$ cat config.mk
export PLATFORM = sky130hd
export DESIGN_NAME = keypad_code_lock_controller_core_flat
export DESIGN_NICKNAME = d
export VERILOG_FILES = /design/src/sv/kclc_pkg.sv /design/src/sv/kclc_if.sv /design/src/sv/kclc_front.sv /design/src/sv/kclc_back.sv /design/src/sv/keypad_code_lock_controller_core.sv /design/src/flat_wrapper.sv
export SDC_FILE = /design/constraint.sdc
export NUM_CORES = 1
export LEC_CHECK = 0
export BUFFER_PORTS_ARGS = -buffer_cell sky130_fd_sc_hd__buf_2
export CORE_AREA = 2 2 88 90
export DETAILED_ROUTE_END_ITERATION = 10
export DIE_AREA = 0 0 90 92
export PLACE_DENSITY = 0.82
export RECOVER_POWER = 50
export SYNTH_ARGS = -nofsm -noshare
export SYNTH_HDL_FRONTEND = slang
export SYNTH_SLANG_ARGS = --single-unit
$ cat constraint.sdc
create_clock -name clk -period 4.6 [get_ports clk]
set_input_delay 0.23 -clock clk [delete_from_list [all_inputs] [get_ports clk]]
set_output_delay 0.23 -clock clk [all_outputs]
set_load 0.1 [all_outputs]
$ cat src/sv/kclc_pkg.sv
// Shared types, codes and the key table for the keypad code lock controller.
// No dependencies; every other file of the block depends on this package.
package kclc_pkg;

  localparam int KEY_W   = 5;
  localparam int DIGIT_W = 4;
  localparam int EVENT_W = 4;
  localparam int COUNT_W = 3;
  localparam int MODE_W  = 2;

  // Lock modes.
  localparam logic [MODE_W-1:0] MODE_IDLE   = 2'd0;
  localparam logic [MODE_W-1:0] MODE_VERIFY = 2'd1;
  localparam logic [MODE_W-1:0] MODE_OLD    = 2'd2;
  localparam logic [MODE_W-1:0] MODE_NEW    = 2'd3;

  // Result events.
  localparam logic [EVENT_W-1:0] EV_IGNORED    = 4'd0;
  localparam logic [EVENT_W-1:0] EV_BEEP       = 4'd1;
  localparam logic [EVENT_W-1:0] EV_VERIFY_ASK = 4'd2;
  localparam logic [EVENT_W-1:0] EV_OLD_ASK    = 4'd3;
  localparam logic [EVENT_W-1:0] EV_ADDED      = 4'd4;
  localparam logic [EVENT_W-1:0] EV_REMOVED    = 4'd5;
  localparam logic [EVENT_W-1:0] EV_UNLOCK     = 4'd6;
  localparam logic [EVENT_W-1:0] EV_ERROR      = 4'd7;
  localparam logic [EVENT_W-1:0] EV_NEW_ASK    = 4'd8;
  localparam logic [EVENT_W-1:0] EV_CHANGED    = 4'd9;

  // Idle-mode digits that open an entry.
  localparam logic [DIGIT_W-1:0] DIGIT_VERIFY = 4'd1;
  localparam logic [DIGIT_W-1:0] DIGIT_CHANGE = 4'd2;

  typedef enum logic [2:0] {
    KC_NONE,
    KC_DIGIT,
    KC_SAVE,
    KC_BACK,
    KC_OTHER
  } key_kind_t;

  typedef struct packed {
    key_kind_t           kind;
    logic [DIGIT_W-1:0]  digit;
  } key_t;

  // Key table "0123456789S0QU00D00T00A"; indices past its end decode as none.
  function automatic key_t key_decode(input logic [KEY_W-1:0] idx);
    key_t k;
    k.kind  = KC_NONE;
    k.digit = '0;
    unique case (idx) inside
      [5'd0:5'd9]: begin
        k.kind  = KC_DIGIT;
        k.digit = idx[DIGIT_W-1:0];
      end
      5'd11, 5'd14, 5'd15, 5'd17, 5'd18, 5'd20, 5'd21: begin
        k.kind = KC_DIGIT;
      end
      5'd10: begin
        k.kind = KC_SAVE;
      end
      5'd19: begin
        k.kind = KC_BACK;
      end
      5'd12, 5'd13, 5'd16, 5'd22: begin
        k.kind = KC_OTHER;
      end
      default: begin
        k.kind = KC_NONE;
      end
    endcase
    return k;
  endfunction

endpackage

$ cat src/sv/kclc_if.sv
// Valid/ready channel interfaces for key presses and lock results.
// Depends on kclc_pkg for the field widths.
interface kclc_in_if;
  logic                       valid;
  logic                       ready;
  logic [kclc_pkg::KEY_W-1:0] key_index;

  modport source (output valid, output key_index, input ready);
  modport sink (input valid, input key_index, output ready);
endinterface

interface kclc_out_if;
  logic                         valid;
  logic                         ready;
  logic [kclc_pkg::EVENT_W-1:0] event_res;
  logic [kclc_pkg::COUNT_W-1:0] entry_count;
  logic [kclc_pkg::MODE_W-1:0]  lock_mode;

  modport source (output valid, output event_res, output entry_count, output lock_mode,
                  input ready);
  modport sink (input valid, input event_res, input entry_count, input lock_mode,
                output ready);
endinterface

$ cat src/sv/kclc_front.sv
// Front end: accepts key presses, classifies them through the key table and
// holds the classified keys in a two-entry queue. Depends on kclc_pkg, kclc_if.
module kclc_front (
  input  logic            clk,
  input  logic            rst_n,
  kclc_in_if.sink         in_ch,
  output logic            q_valid,
  input  logic            q_pop,
  output kclc_pkg::key_t  q_key
);
  import kclc_pkg::*;

  localparam logic [1:0] QUEUE_DEPTH = 2'd2;

  key_t       slot_r [2];
  logic       wr_ptr_r, wr_ptr_nxt;
  logic       rd_ptr_r, rd_ptr_nxt;
  logic [1:0] count_r, count_nxt;
  logic       push;

  assign in_ch.ready = (count_r != QUEUE_DEPTH);
  assign push        = in_ch.valid && in_ch.ready;
  assign q_valid     = (count_r != 2'd0);
  assign q_key       = slot_r[rd_ptr_r];

  always_comb begin
    wr_ptr_nxt = push ? ~wr_ptr_r : wr_ptr_r;
    rd_ptr_nxt = q_pop ? ~rd_ptr_r : rd_ptr_r;
    count_nxt  = count_r + {1'b0, push} - {1'b0, q_pop};
  end

  always_ff @(posedge clk) begin
    if (!rst_n) begin
      wr_ptr_r <= 1'b0;
      rd_ptr_r <= 1'b0;
      count_r  <= 2'd0;
    end else begin
      wr_ptr_r <= wr_ptr_nxt;
      rd_ptr_r <= rd_ptr_nxt;
      count_r  <= count_nxt;
    end
  end

  always_ff @(posedge clk) begin
    if (push) begin
      slot_r[wr_ptr_r] <= key_decode(in_ch.key_index);
    end
  end

endmodule

$ cat src/sv/kclc_back.sv
// Back end: runs the lock state machine on classified keys, keeps the entry
// buffer and stored code, and registers the result. Depends on kclc_pkg, kclc_if.
module kclc_back #(
  parameter int CODE_LENGTH = 6
) (
  input  logic            clk,
  input  logic            rst_n,
  input  logic            q_valid,
  output logic            q_pop,
  input  kclc_pkg::key_t  q_key,
  kclc_out_if.source      out_ch
);
  import kclc_pkg::*;

  localparam int LEN_W = $clog2(CODE_LENGTH + 1);
  localparam int IDX_W = $clog2(CODE_LENGTH);
  localparam logic [LEN_W-1:0] FULL_LEN = LEN_W'(CODE_LENGTH);

  logic [MODE_W-1:0]  mode_r, mode_nxt;
  logic [LEN_W-1:0]   len_r, len_nxt;
  logic [DIGIT_W-1:0] entry_r  [CODE_LENGTH];
  logic [DIGIT_W-1:0] stored_r [CODE_LENGTH];

  logic               out_valid_r, out_valid_nxt;
  logic [EVENT_W-1:0] event_r, event_nxt;
  logic [COUNT_W-1:0] count_r;
  logic [MODE_W-1:0]  lmode_r;

  logic match;
  logic digit_we;
  logic code_we;

  assign q_pop = q_valid && (!out_valid_r || out_ch.ready);

  always_comb begin
    match = 1'b1;
    for (int i = 0; i < CODE_LENGTH; i++) begin
      if (entry_r[i] != stored_r[i]) begin
        match = 1'b0;
      end
    end
  end

  always_comb begin
    mode_nxt  = mode_r;
    len_nxt   = len_r;
    event_nxt = EV_IGNORED;
    digit_we  = 1'b0;
    code_we   = 1'b0;
    if (q_key.kind == KC_NONE) begin
      event_nxt = EV_IGNORED;
    end else if (mode_r == MODE_IDLE) begin
      if (q_key.kind == KC_DIGIT && q_key.digit == DIGIT_VERIFY) begin
        mode_nxt  = MODE_VERIFY;
        len_nxt   = '0;
        event_nxt = EV_VERIFY_ASK;
      end else if (q_key.kind == KC_DIGIT && q_key.digit == DIGIT_CHANGE) begin
        mode_nxt  = MODE_OLD;
        len_nxt   = '0;
        event_nxt = EV_OLD_ASK;
      end else begin
        event_nxt = EV_BEEP;
      end
    end else begin
      case (q_key.kind)
        KC_DIGIT: begin
          if (len_r != FULL_LEN) begin
            digit_we  = 1'b1;
            len_nxt   = len_r + LEN_W'(1);
            event_nxt = EV_ADDED;
          end
        end
        KC_BACK: begin
          if (len_r != '0) begin
            len_nxt   = len_r - LEN_W'(1);
            event_nxt = EV_REMOVED;
          end
        end
        KC_SAVE: begin
          if (len_r == FULL_LEN) begin
            len_nxt = '0;
            unique case (mode_r)
              MODE_VERIFY: begin
                event_nxt = match ? EV_UNLOCK : EV_ERROR;
                mode_nxt  = MODE_IDLE;
              end
              MODE_OLD: begin
                event_nxt = match ? EV_NEW_ASK : EV_ERROR;
                mode_nxt  = match ? MODE_NEW : MODE_IDLE;
              end
              default: begin
                code_we   = 1'b1;
                event_nxt = EV_CHANGED;
                mode_nxt  = MODE_IDLE;
              end
            endcase
          end
        end
        default: begin
          event_nxt = EV_IGNORED;
        end
      endcase
    end
  end

  always_comb begin
    out_valid_nxt = out_valid_r;
    if (q_pop) begin
      out_valid_nxt = 1'b1;
    end else if (out_ch.ready) begin
      out_valid_nxt = 1'b0;
    end
  end

  always_ff @(posedge clk) begin
    if (!rst_n) begin
      mode_r      <= MODE_IDLE;
      len_r       <= '0;
      out_valid_r <= 1'b0;
      for (int i = 0; i < CODE_LENGTH; i++) begin
        stored_r[i] <= '0;
      end
    end else begin
      out_valid_r <= out_valid_nxt;
      if (q_pop) begin
        mode_r <= mode_nxt;
        len_r  <= len_nxt;
        if (code_we) begin
          for (int i = 0; i < CODE_LENGTH; i++) begin
            stored_r[i] <= entry_r[i];
          end
        end
      end
    end
  end

  // The entry buffer is only read at positions written during the current entry.
  always_ff @(posedge clk) begin
    for (int i = 0; i < CODE_LENGTH; i++) begin
      if (q_pop && digit_we && len_r[IDX_W-1:0] == IDX_W'(i)) begin
        entry_r[i] <= q_key.digit;
      end
    end
    if (q_pop) begin
      event_r <= event_nxt;
      count_r <= len_nxt[COUNT_W-1:0];
      lmode_r <= mode_nxt;
    end
  end

  assign out_ch.valid       = out_valid_r;
  assign out_ch.event_res   = event_r;
  assign out_ch.entry_count = count_r;
  assign out_ch.lock_mode   = lmode_r;

endmodule

$ cat src/sv/keypad_code_lock_controller_core.sv
// Keypad code lock controller.
// in_ch carries one key press per transfer (key_index into the key table);
// out_ch returns exactly one result per key: event, digits held in the entry
// buffer (low three bits) and the lock mode after the key.
// The front end classifies each key and writes it to a two-entry queue; the
// back end runs the lock state machine and registers the result.
// Throughput is one key per cycle while out_ch is not stalled, set by the
// combinational state update of the back end, which includes the parallel compare
// of the entry against the code. out_ch.valid rises when the back end pops the key.
// When out_ch.ready is low the result register holds its value, the queue fills
// and in_ch.ready drops after three keys are in flight; no key is lost.
// Reset (rst_n low at a clock edge) empties the queue and result register,
// returns to idle with an empty entry and sets the stored code to all zeros.
// Depends on kclc_pkg, kclc_if, kclc_front and kclc_back.
module keypad_code_lock_controller_core #(
  parameter int CODE_LENGTH = 6
) (
  input  logic        clk,
  input  logic        rst_n,
  kclc_in_if.sink     in_ch,
  kclc_out_if.source  out_ch
);
  import kclc_pkg::*;

  logic q_valid;
  logic q_pop;
  key_t q_key;

  kclc_front u_front (
    .clk     (clk),
    .rst_n   (rst_n),
    .in_ch   (in_ch),
    .q_valid (q_valid),
    .q_pop   (q_pop),
    .q_key   (q_key)
  );

  kclc_back #(
    .CODE_LENGTH (CODE_LENGTH)
  ) u_back (
    .clk     (clk),
    .rst_n   (rst_n),
    .q_valid (q_valid),
    .q_pop   (q_pop),
    .q_key   (q_key),
    .out_ch  (out_ch)
  );

endmodule

$ cat src/flat_wrapper.sv
// flat-port wrapper written by rule: the top's interface ports become plain ports
module keypad_code_lock_controller_core_flat import kclc_pkg::*;
#(
  parameter int CODE_LENGTH = 6
)
  (clk, rst_n, in_ch_valid, in_ch_key_index, in_ch_ready, out_ch_valid, out_ch_event_res, out_ch_entry_count, out_ch_lock_mode, out_ch_ready);
  kclc_in_if in_ch_i ();
  kclc_out_if out_ch_i ();
  input  logic clk;
  input  logic rst_n;
  input wire logic [$bits(in_ch_i.valid)-1:0] in_ch_valid;
  input wire logic [$bits(in_ch_i.key_index)-1:0] in_ch_key_index;
  output wire logic [$bits(in_ch_i.ready)-1:0] in_ch_ready;
  output wire logic [$bits(out_ch_i.valid)-1:0] out_ch_valid;
  output wire logic [$bits(out_ch_i.event_res)-1:0] out_ch_event_res;
  output wire logic [$bits(out_ch_i.entry_count)-1:0] out_ch_entry_count;
  output wire logic [$bits(out_ch_i.lock_mode)-1:0] out_ch_lock_mode;
  input wire logic [$bits(out_ch_i.ready)-1:0] out_ch_ready;
  assign in_ch_i.valid = in_ch_valid;
  assign in_ch_i.key_index = in_ch_key_index;
  assign in_ch_ready = in_ch_i.ready;
  assign out_ch_valid = out_ch_i.valid;
  assign out_ch_event_res = out_ch_i.event_res;
  assign out_ch_entry_count = out_ch_i.entry_count;
  assign out_ch_lock_mode = out_ch_i.lock_mode;
  assign out_ch_i.ready = out_ch_ready;
  keypad_code_lock_controller_core #(.CODE_LENGTH(CODE_LENGTH)) u_core (.clk(clk), .rst_n(rst_n), .in_ch(in_ch_i), .out_ch(out_ch_i));
endmodule
==> metrics, run 1 <==
clock transition at the registers of the reported paths=roughly 0.08 ns; total of max-cap violations=0; shortest period the worst path allows=3.12 ns; final weighted congestion in routability-driven placement=between 0.9 and 1; number of nets at the end of the flow=about 360; detail-routed via count per cell=approximately 5.4; leading area contributor after synthesis=edfxtp_1; # fillers=619; Detailed Place HPWL=5140 um; final WL=6880 um; clock tree skew after final layout=0.00334 ns; pin count of the biggest net entering global routing=25; part of the Yosys area used for sequential elements=0.594; leakage power figure=around 1.6 nW; met3 WL=215 um; setup TNS after final layout=0 ns; CP max stage cell=dfxtp_1; share of the synthesized area in the top cell type=0.538; Max stage delay on crit path=0.84 ns; proportion of layout cells with a drive suffix above 1=0.0865; number of register bits inferred by synthesis=82; depth of the most critical reg-to-reg path=5; buffers inserted by post-CTS timing repair=0; required time of the critical path=between 4 and 5 ns; Worst Setup EP=u_core.u_back.stored_r[5][0]$_SDFFCE_PN0P_; share of async-settable or async-resettable flops after synthesis=0; RSZ-0062 raised after global routing=false; GRT Residual Overflow=0; max frequency=321 MHz; height of the chip=~90 um; area of the mapped netlist=3960 um^2; TritonRoute pass-1 iters=4; number of buffers added on ports=19; top fanout value on the critical path=24; met2 layer wire length in the routed design=3380 um; total of hold buffers inserted after clock tree synthesis=0; average instance area after synthesis=around 12 um^2; number of gates resized after cts=0; via count of the first global-routing pass=around 2500; n_diodes=0; CTS root buf=clkbuf_8; WL/cell=15.3 um; H-tree depth reported by CTS=3; Cell Chain, Critical Path=mux2i_1, nand2_1, a21oi_1, nand4_4, nand2_1; total clock buffers created by CTS=9; final standard cell area without fillers=4290 um^2; Critical Setup Path Class=flip-flop to flip-flop; Synth Warn #=0; Max Transition Viols Final=0; number of DRC markers after the initial detailed-route iteration=around 130; number of endpoints failing setup at the final stage=0; Reg-to-Reg End=u_core.u_back.stored_r[5][0]$_SDFFCE_PN0P_; die area=just over 8000 um^2; global-route wire length before repair=roughly 12000 um; post-route ant nets=0; total global routing track utilization=0.180; initial antenna violation count=0; flip-flop cell with the highest count after synthesis=edfxtp_1; post-detailed-route DRC marker count=0; Boundary Pins=20; count of final hold-check violations=0; reg2reg setup slack=~1.5 ns; sinks on the clock net=82; Critical Path Most Common Cell=nand2_1; total nets after synthesis=between 300 and 400; total placed instance area=4130 um^2; startpoint type of the worst setup path=flip-flop; standard cell core area=7450 um^2; dominant cells by area after synthesis=edfxtp_1, xor2_1, dfxtp_1; tightest slew margin relative to the limit=0.225; CTS tree=built; Metal-1 WL=3090 um; Worst Max-Slew Pin Slew=1.17 ns; synthesized netlist cell count=318; distinct cell type count of the synthesized netlist=56; min-delay src=rst_n; relative area change from synthesis to final layout=8.40%; clk_lat worst skew=0.34 ns; run status=completed; hold crit path type=input port to flip-flop; worst voltage drop across the vdd grid=0.323 mV; Highest Signal Layer=met4; cell row count=32; Pwr per Cell Area=488 nW/um^2; number of flops mapped to enable cells by yosys=a little over 70; count of vias placed by the detailed router=2441; nature of the critical path endpoint=flip-flop; effective utilization at floorplan=0.532; die extent in x=roughly 90 um; arrival time at the worst endpoint=3.09 ns; final worst-path cycle share=0.677; deepest clock path buffer count=2
## how the worst min path moves through the flow
stage	cells after the start	to	slack, ns
after CTS	2	u_core.u_front.count_r[0]$_SDFF_PN0_	0.20
final	2	u_core.u_front.count_r[0]$_SDFF_PN0_	0.20
after floorplan	1	u_core.u_front.count_r[0]$_SDFF_PN0_	0.35
after global routing	2	u_core.u_front.count_r[0]$_SDFF_PN0_	0.22
after detailed placement	2	u_core.u_back.mode_r[1]$_SDFFE_PN0P_	0.53
after global placement	2	u_core.u_back.mode_r[1]$_SDFFE_PN0P_	0.51
## sequential cells by signal, summed over array words and instances (netlist names), named ones only
register,count
u_core.u_front.rd_ptr_r,1
u_core.u_back.out_ch.valid,1
u_core.u_front.count_r,2
u_core.u_back.mode_r,2
u_core.u_back.out_ch.lock_mode,2
u_core.u_front.slot_r,14
u_core.u_front.wr_ptr_r,1
u_core.u_back.len_r,3
u_core.u_back.entry_r,24
u_core.u_back.stored_r,24
u_core.u_back.out_ch.event_res,4
u_core.u_back.out_ch.entry_count,3
## Yosys cell counts, drive strengths merged, types with 2 or more instances
cell type / n
a21oi: 11
a31oi: 4
a32oi: 2
and2: 29
and3: 7
and3b: 2
buf: 4
clkbuf: 2
dfxtp: 11
edfxtp: 71
ha: 12
inv: 15
mux2: 3
mux2i: 4
nand2: 24
nand2b: 3
nand3: 2
nand4: 2
nor2: 21
nor3: 8
nor3b: 5
nor4: 9
o211ai: 3
o21ai: 10
o22ai: 2
o32ai: 3
xnor2: 2
xor2: 26
## metal layers
metal,track usage,vias up
met5,0,-
met4,0.0756,0
li1,-,1215
met1,0.230,1155
met3,0.0329,16
met2,0.303,55
## area by class of cell
class                      count  area, um^2  area share
inverter                      16        60.1      0.0140
timing repair buffer          19        78.8      0.0184
clock buffer                  11         131      0.0306
multi-input combinational    214        1490       0.347
clock inverter                 5        55.1      0.0128
sequential                    82        2350       0.548
tap                          102         128      0.0297
## critical path: cells and delay by family (launching register included)
kind	cells	cell delay, ns
multiplexers	1	0.37
flip-flops	1	0.84
AO/OA/AOI/OAI	1	0.46
AND/OR/NAND/NOR	3	1.05
## report_power, final
part / switching (mW) / internal [mW]
registers: 0.0649 / 0.922
clock network: 0.247 / 0.250
logic: 0.476 / 0.138
## layout by cell type (no fill, tap or decap), types with 3 or more instances in the layout
cell type,netlist,final
mux2i_1,4,4
nor4_1,9,9
o211ai_1,3,3
a21oi_1,9,10
buf_2,0,6
inv_1,15,15
o32ai_1,3,3
nor3b_1,5,5
nor2_1,20,20
a31oi_1,4,4
clkbuf_1,2,15
dfxtp_1,11,11
and2_1,29,29
clkbuf_8,0,9
o21ai_0,8,8
nor3_1,7,7
nand2_1,24,24
xor2_1,26,26
and3_1,7,7
ha_1,12,12
edfxtp_1,71,71
nand2b_1,3,3
## logic make-up after synthesis
group,synth area share
adder cells (fa/ha/maj),0.0379
flip-flops,0.594
buffers and inverters,0.0275
AND/OR/NAND/NOR,0.174
XOR/XNOR,0.0619
multiplexers,0.0186
AO/OA/AOI/OAI,0.0863
## stage by stage
step	instances	hold WS [ns]	utilization	setup slack, ns	power [mW]
global route	449	0.220	0.576	1.27	2.20
CTS	449	0.201	0.580	1.71	2.11
detailed placement	433	0.529	0.555	1.72	1.63
finish	449	0.204	0.576	1.48	2.10
global placement	433	0.507	0.555	1.84	1.62
floorplan	318	0.352	-	1.90	1.52
Power figures use the tool's default switching activity.
==> run 2: changes to the inputs <==
clock period = 2.9 ns   (was 4.6 ns; I/O delays follow)
==> metrics, run 2 (same netlist as run 1, synthesis figures left out) <==
sinks on the clock net=82 (unchanged); arrival time at the worst endpoint=2.54 ns (-0.55 ns); WL/cell=15.8 um (+2.9%); CTS root buf=clkbuf_8; required time of the critical path=2.93 ns (-1.64 ns); Largest regs=u_core.u_back.entry_r x24, u_core.u_back.stored_r x24, u_core.u_front.slot_r x14; cell row count=32 (unchanged); number of nets at the end of the flow=367 (+1.1%); total global routing track utilization=0.185 (+0.00508); number of DRC markers after the initial detailed-route iteration=152 (+14%); die extent in x=90 um (unchanged); RSZ-0062 raised after global routing=false; count of final hold-check violations=0 (unchanged); run status=completed; buffers inserted by post-CTS timing repair=0 (unchanged); setup TNS after final layout=0 ns (unchanged); via count of the first global-routing pass=2474 (+0.69%); nature of the critical path endpoint=flip-flop; final weighted congestion in routability-driven placement=0.907 (-4.6%); startpoint type of the worst setup path=flip-flop; total clock buffers created by CTS=9 (unchanged); clk_lat worst skew=0.35 ns (about the same); total of max-cap violations=0 (unchanged); shortest period the worst path allows=2.52 ns (-0.601 ns); clock transition at the registers of the reported paths=0.08 ns (about the same); tightest slew margin relative to the limit=0.225 (+0.000414); total of hold buffers inserted after clock tree synthesis=0 (unchanged); TritonRoute pass-1 iters=4 (unchanged); height of the chip=92 um (unchanged); relative area change from synthesis to final layout=8.59%; die area=8280 um^2 (unchanged); CTS tree=built; number of gates resized after cts=0 (unchanged); hold crit path type=input port to flip-flop; final WL=7140 um (+3.8%); post-route ant nets=0 (unchanged); post-detailed-route DRC marker count=0 (unchanged); Critical Setup Path Class=flip-flop to flip-flop; Total Power=3.25 mW (+55%); number of endpoints failing setup at the final stage=0 (unchanged); leakage power figure=1.56 nW (-0.41%); Max Transition Viols Final=0 (unchanged); GRT Residual Overflow=0 (unchanged); commonest cells after routing, fill and taps aside=edfxtp_1, and2_1, xor2_1, nand2_1, nor2_1; H-tree depth reported by CTS=3 (unchanged); worst voltage drop across the vdd grid=0.539 mV (+67%); global-route wire length before repair=12000 um (+2.2%); pin count of the biggest net entering global routing=25 (unchanged); deepest clock path buffer count=2 (unchanged); initial antenna violation count=0 (unchanged); top fanout value on the critical path=24 (unchanged); count of vias placed by the detailed router=2492 (+2.1%); proportion of layout cells with a drive suffix above 1=0.0883 (+0.00186); Pwr per Cell Area=756 nW/um^2 (+55%); standard cell core area=7450 um^2 (unchanged); # fillers=643 (+3.9%); detail-routed via count per cell=5.50 (+1.2%); Worst Max-Slew Pin Slew=1.17 ns (-0.000625 ns); Boundary Pins=20 (unchanged); effective utilization at floorplan=0.532 (unchanged); worst hold slack after final layout=0.132 ns (-0.0717 ns); final worst-path cycle share=0.867 (+0.190); Detailed Place HPWL=5230 um (+1.8%); number of buffers added on ports=19 (unchanged); max frequency=398 MHz (+24%); n_diodes=0 (unchanged); clock tree skew after final layout=0.00631 ns (+0.00297 ns); leading cell type in the layout, fill and taps excluded=edfxtp_1
[run 2: cell type report]
class | instances | area, um^2 | share of cell area
clock inverter | 4 | 28.8 | 0.00669
timing repair buffer | 23 | 97.6 | 0.0227
multi-input combinational | 214 | 1500 | 0.349
clock buffer | 12 | 135 | 0.0314
tap | 102 | 128 | 0.0297
sequential | 82 | 2350 | 0.547
inverter | 16 | 60.1 | 0.0140
[run 2: power breakdown]
| part | internal (mW) | switching (mW) | leakage, nW | total (mW) |
|---|---|---|---|---|
| clock network | 0.312 | 0.396 | 0.0766 | 0.708 |
| logic | 0.223 | 0.759 | 0.706 | 0.982 |
| registers | 1.46 | 0.101 | 0.778 | 1.56 |
[run 2: through the flow]
step	cells	util	instance area (um^2)	setup WS, ns
final	453	0.577	4300	0.385
after global routing	453	0.577	4300	0.191
after CTS	453	0.581	4330	0.400
after detailed placement	437	0.559	4160	0.417
after global placement	437	0.559	4160	0.521
after floorplan	318	-	3960	0.199
[run 2: metal layers]
metal  vias to the layer above  track usage  wire (um)
li1                       1221            -          -
met2                        64        0.309       3560
met3                        10       0.0312        264
met1                      1197        0.239       3210
met5                         -            0          0
met4                         0       0.0808        108
[run 2: final timing paths]
path	from	to	slack, ns	cells after the start
worst max-delay path	u_core.u_front.count_r[1]$_SDFF_PN0_	u_core.u_back.stored_r[5][3]$_SDFFCE_PN0P_	0.38	7
worst max register to register	u_core.u_front.count_r[1]$_SDFF_PN0_	u_core.u_back.stored_r[5][3]$_SDFFCE_PN0P_	0.38	7
worst min-delay path	rst_n	u_core.u_front.count_r[0]$_SDFF_PN0_	0.13	2
worst min register to register	u_core.u_front.rd_ptr_r$_SDFFE_PN0P_	u_core.u_front.rd_ptr_r$_SDFFE_PN0P_	0.52	2
[run 2: worst max-delay path: stages, from the launching register on]
cell,delay (ns)
dfxtp_1,0.41
nor2_1,0.06
or2_2,0.34
inv_1,0.09
clkbuf_1,0.68
nand4_4,0.18
nand2_1,0.11
buf_4,0.30
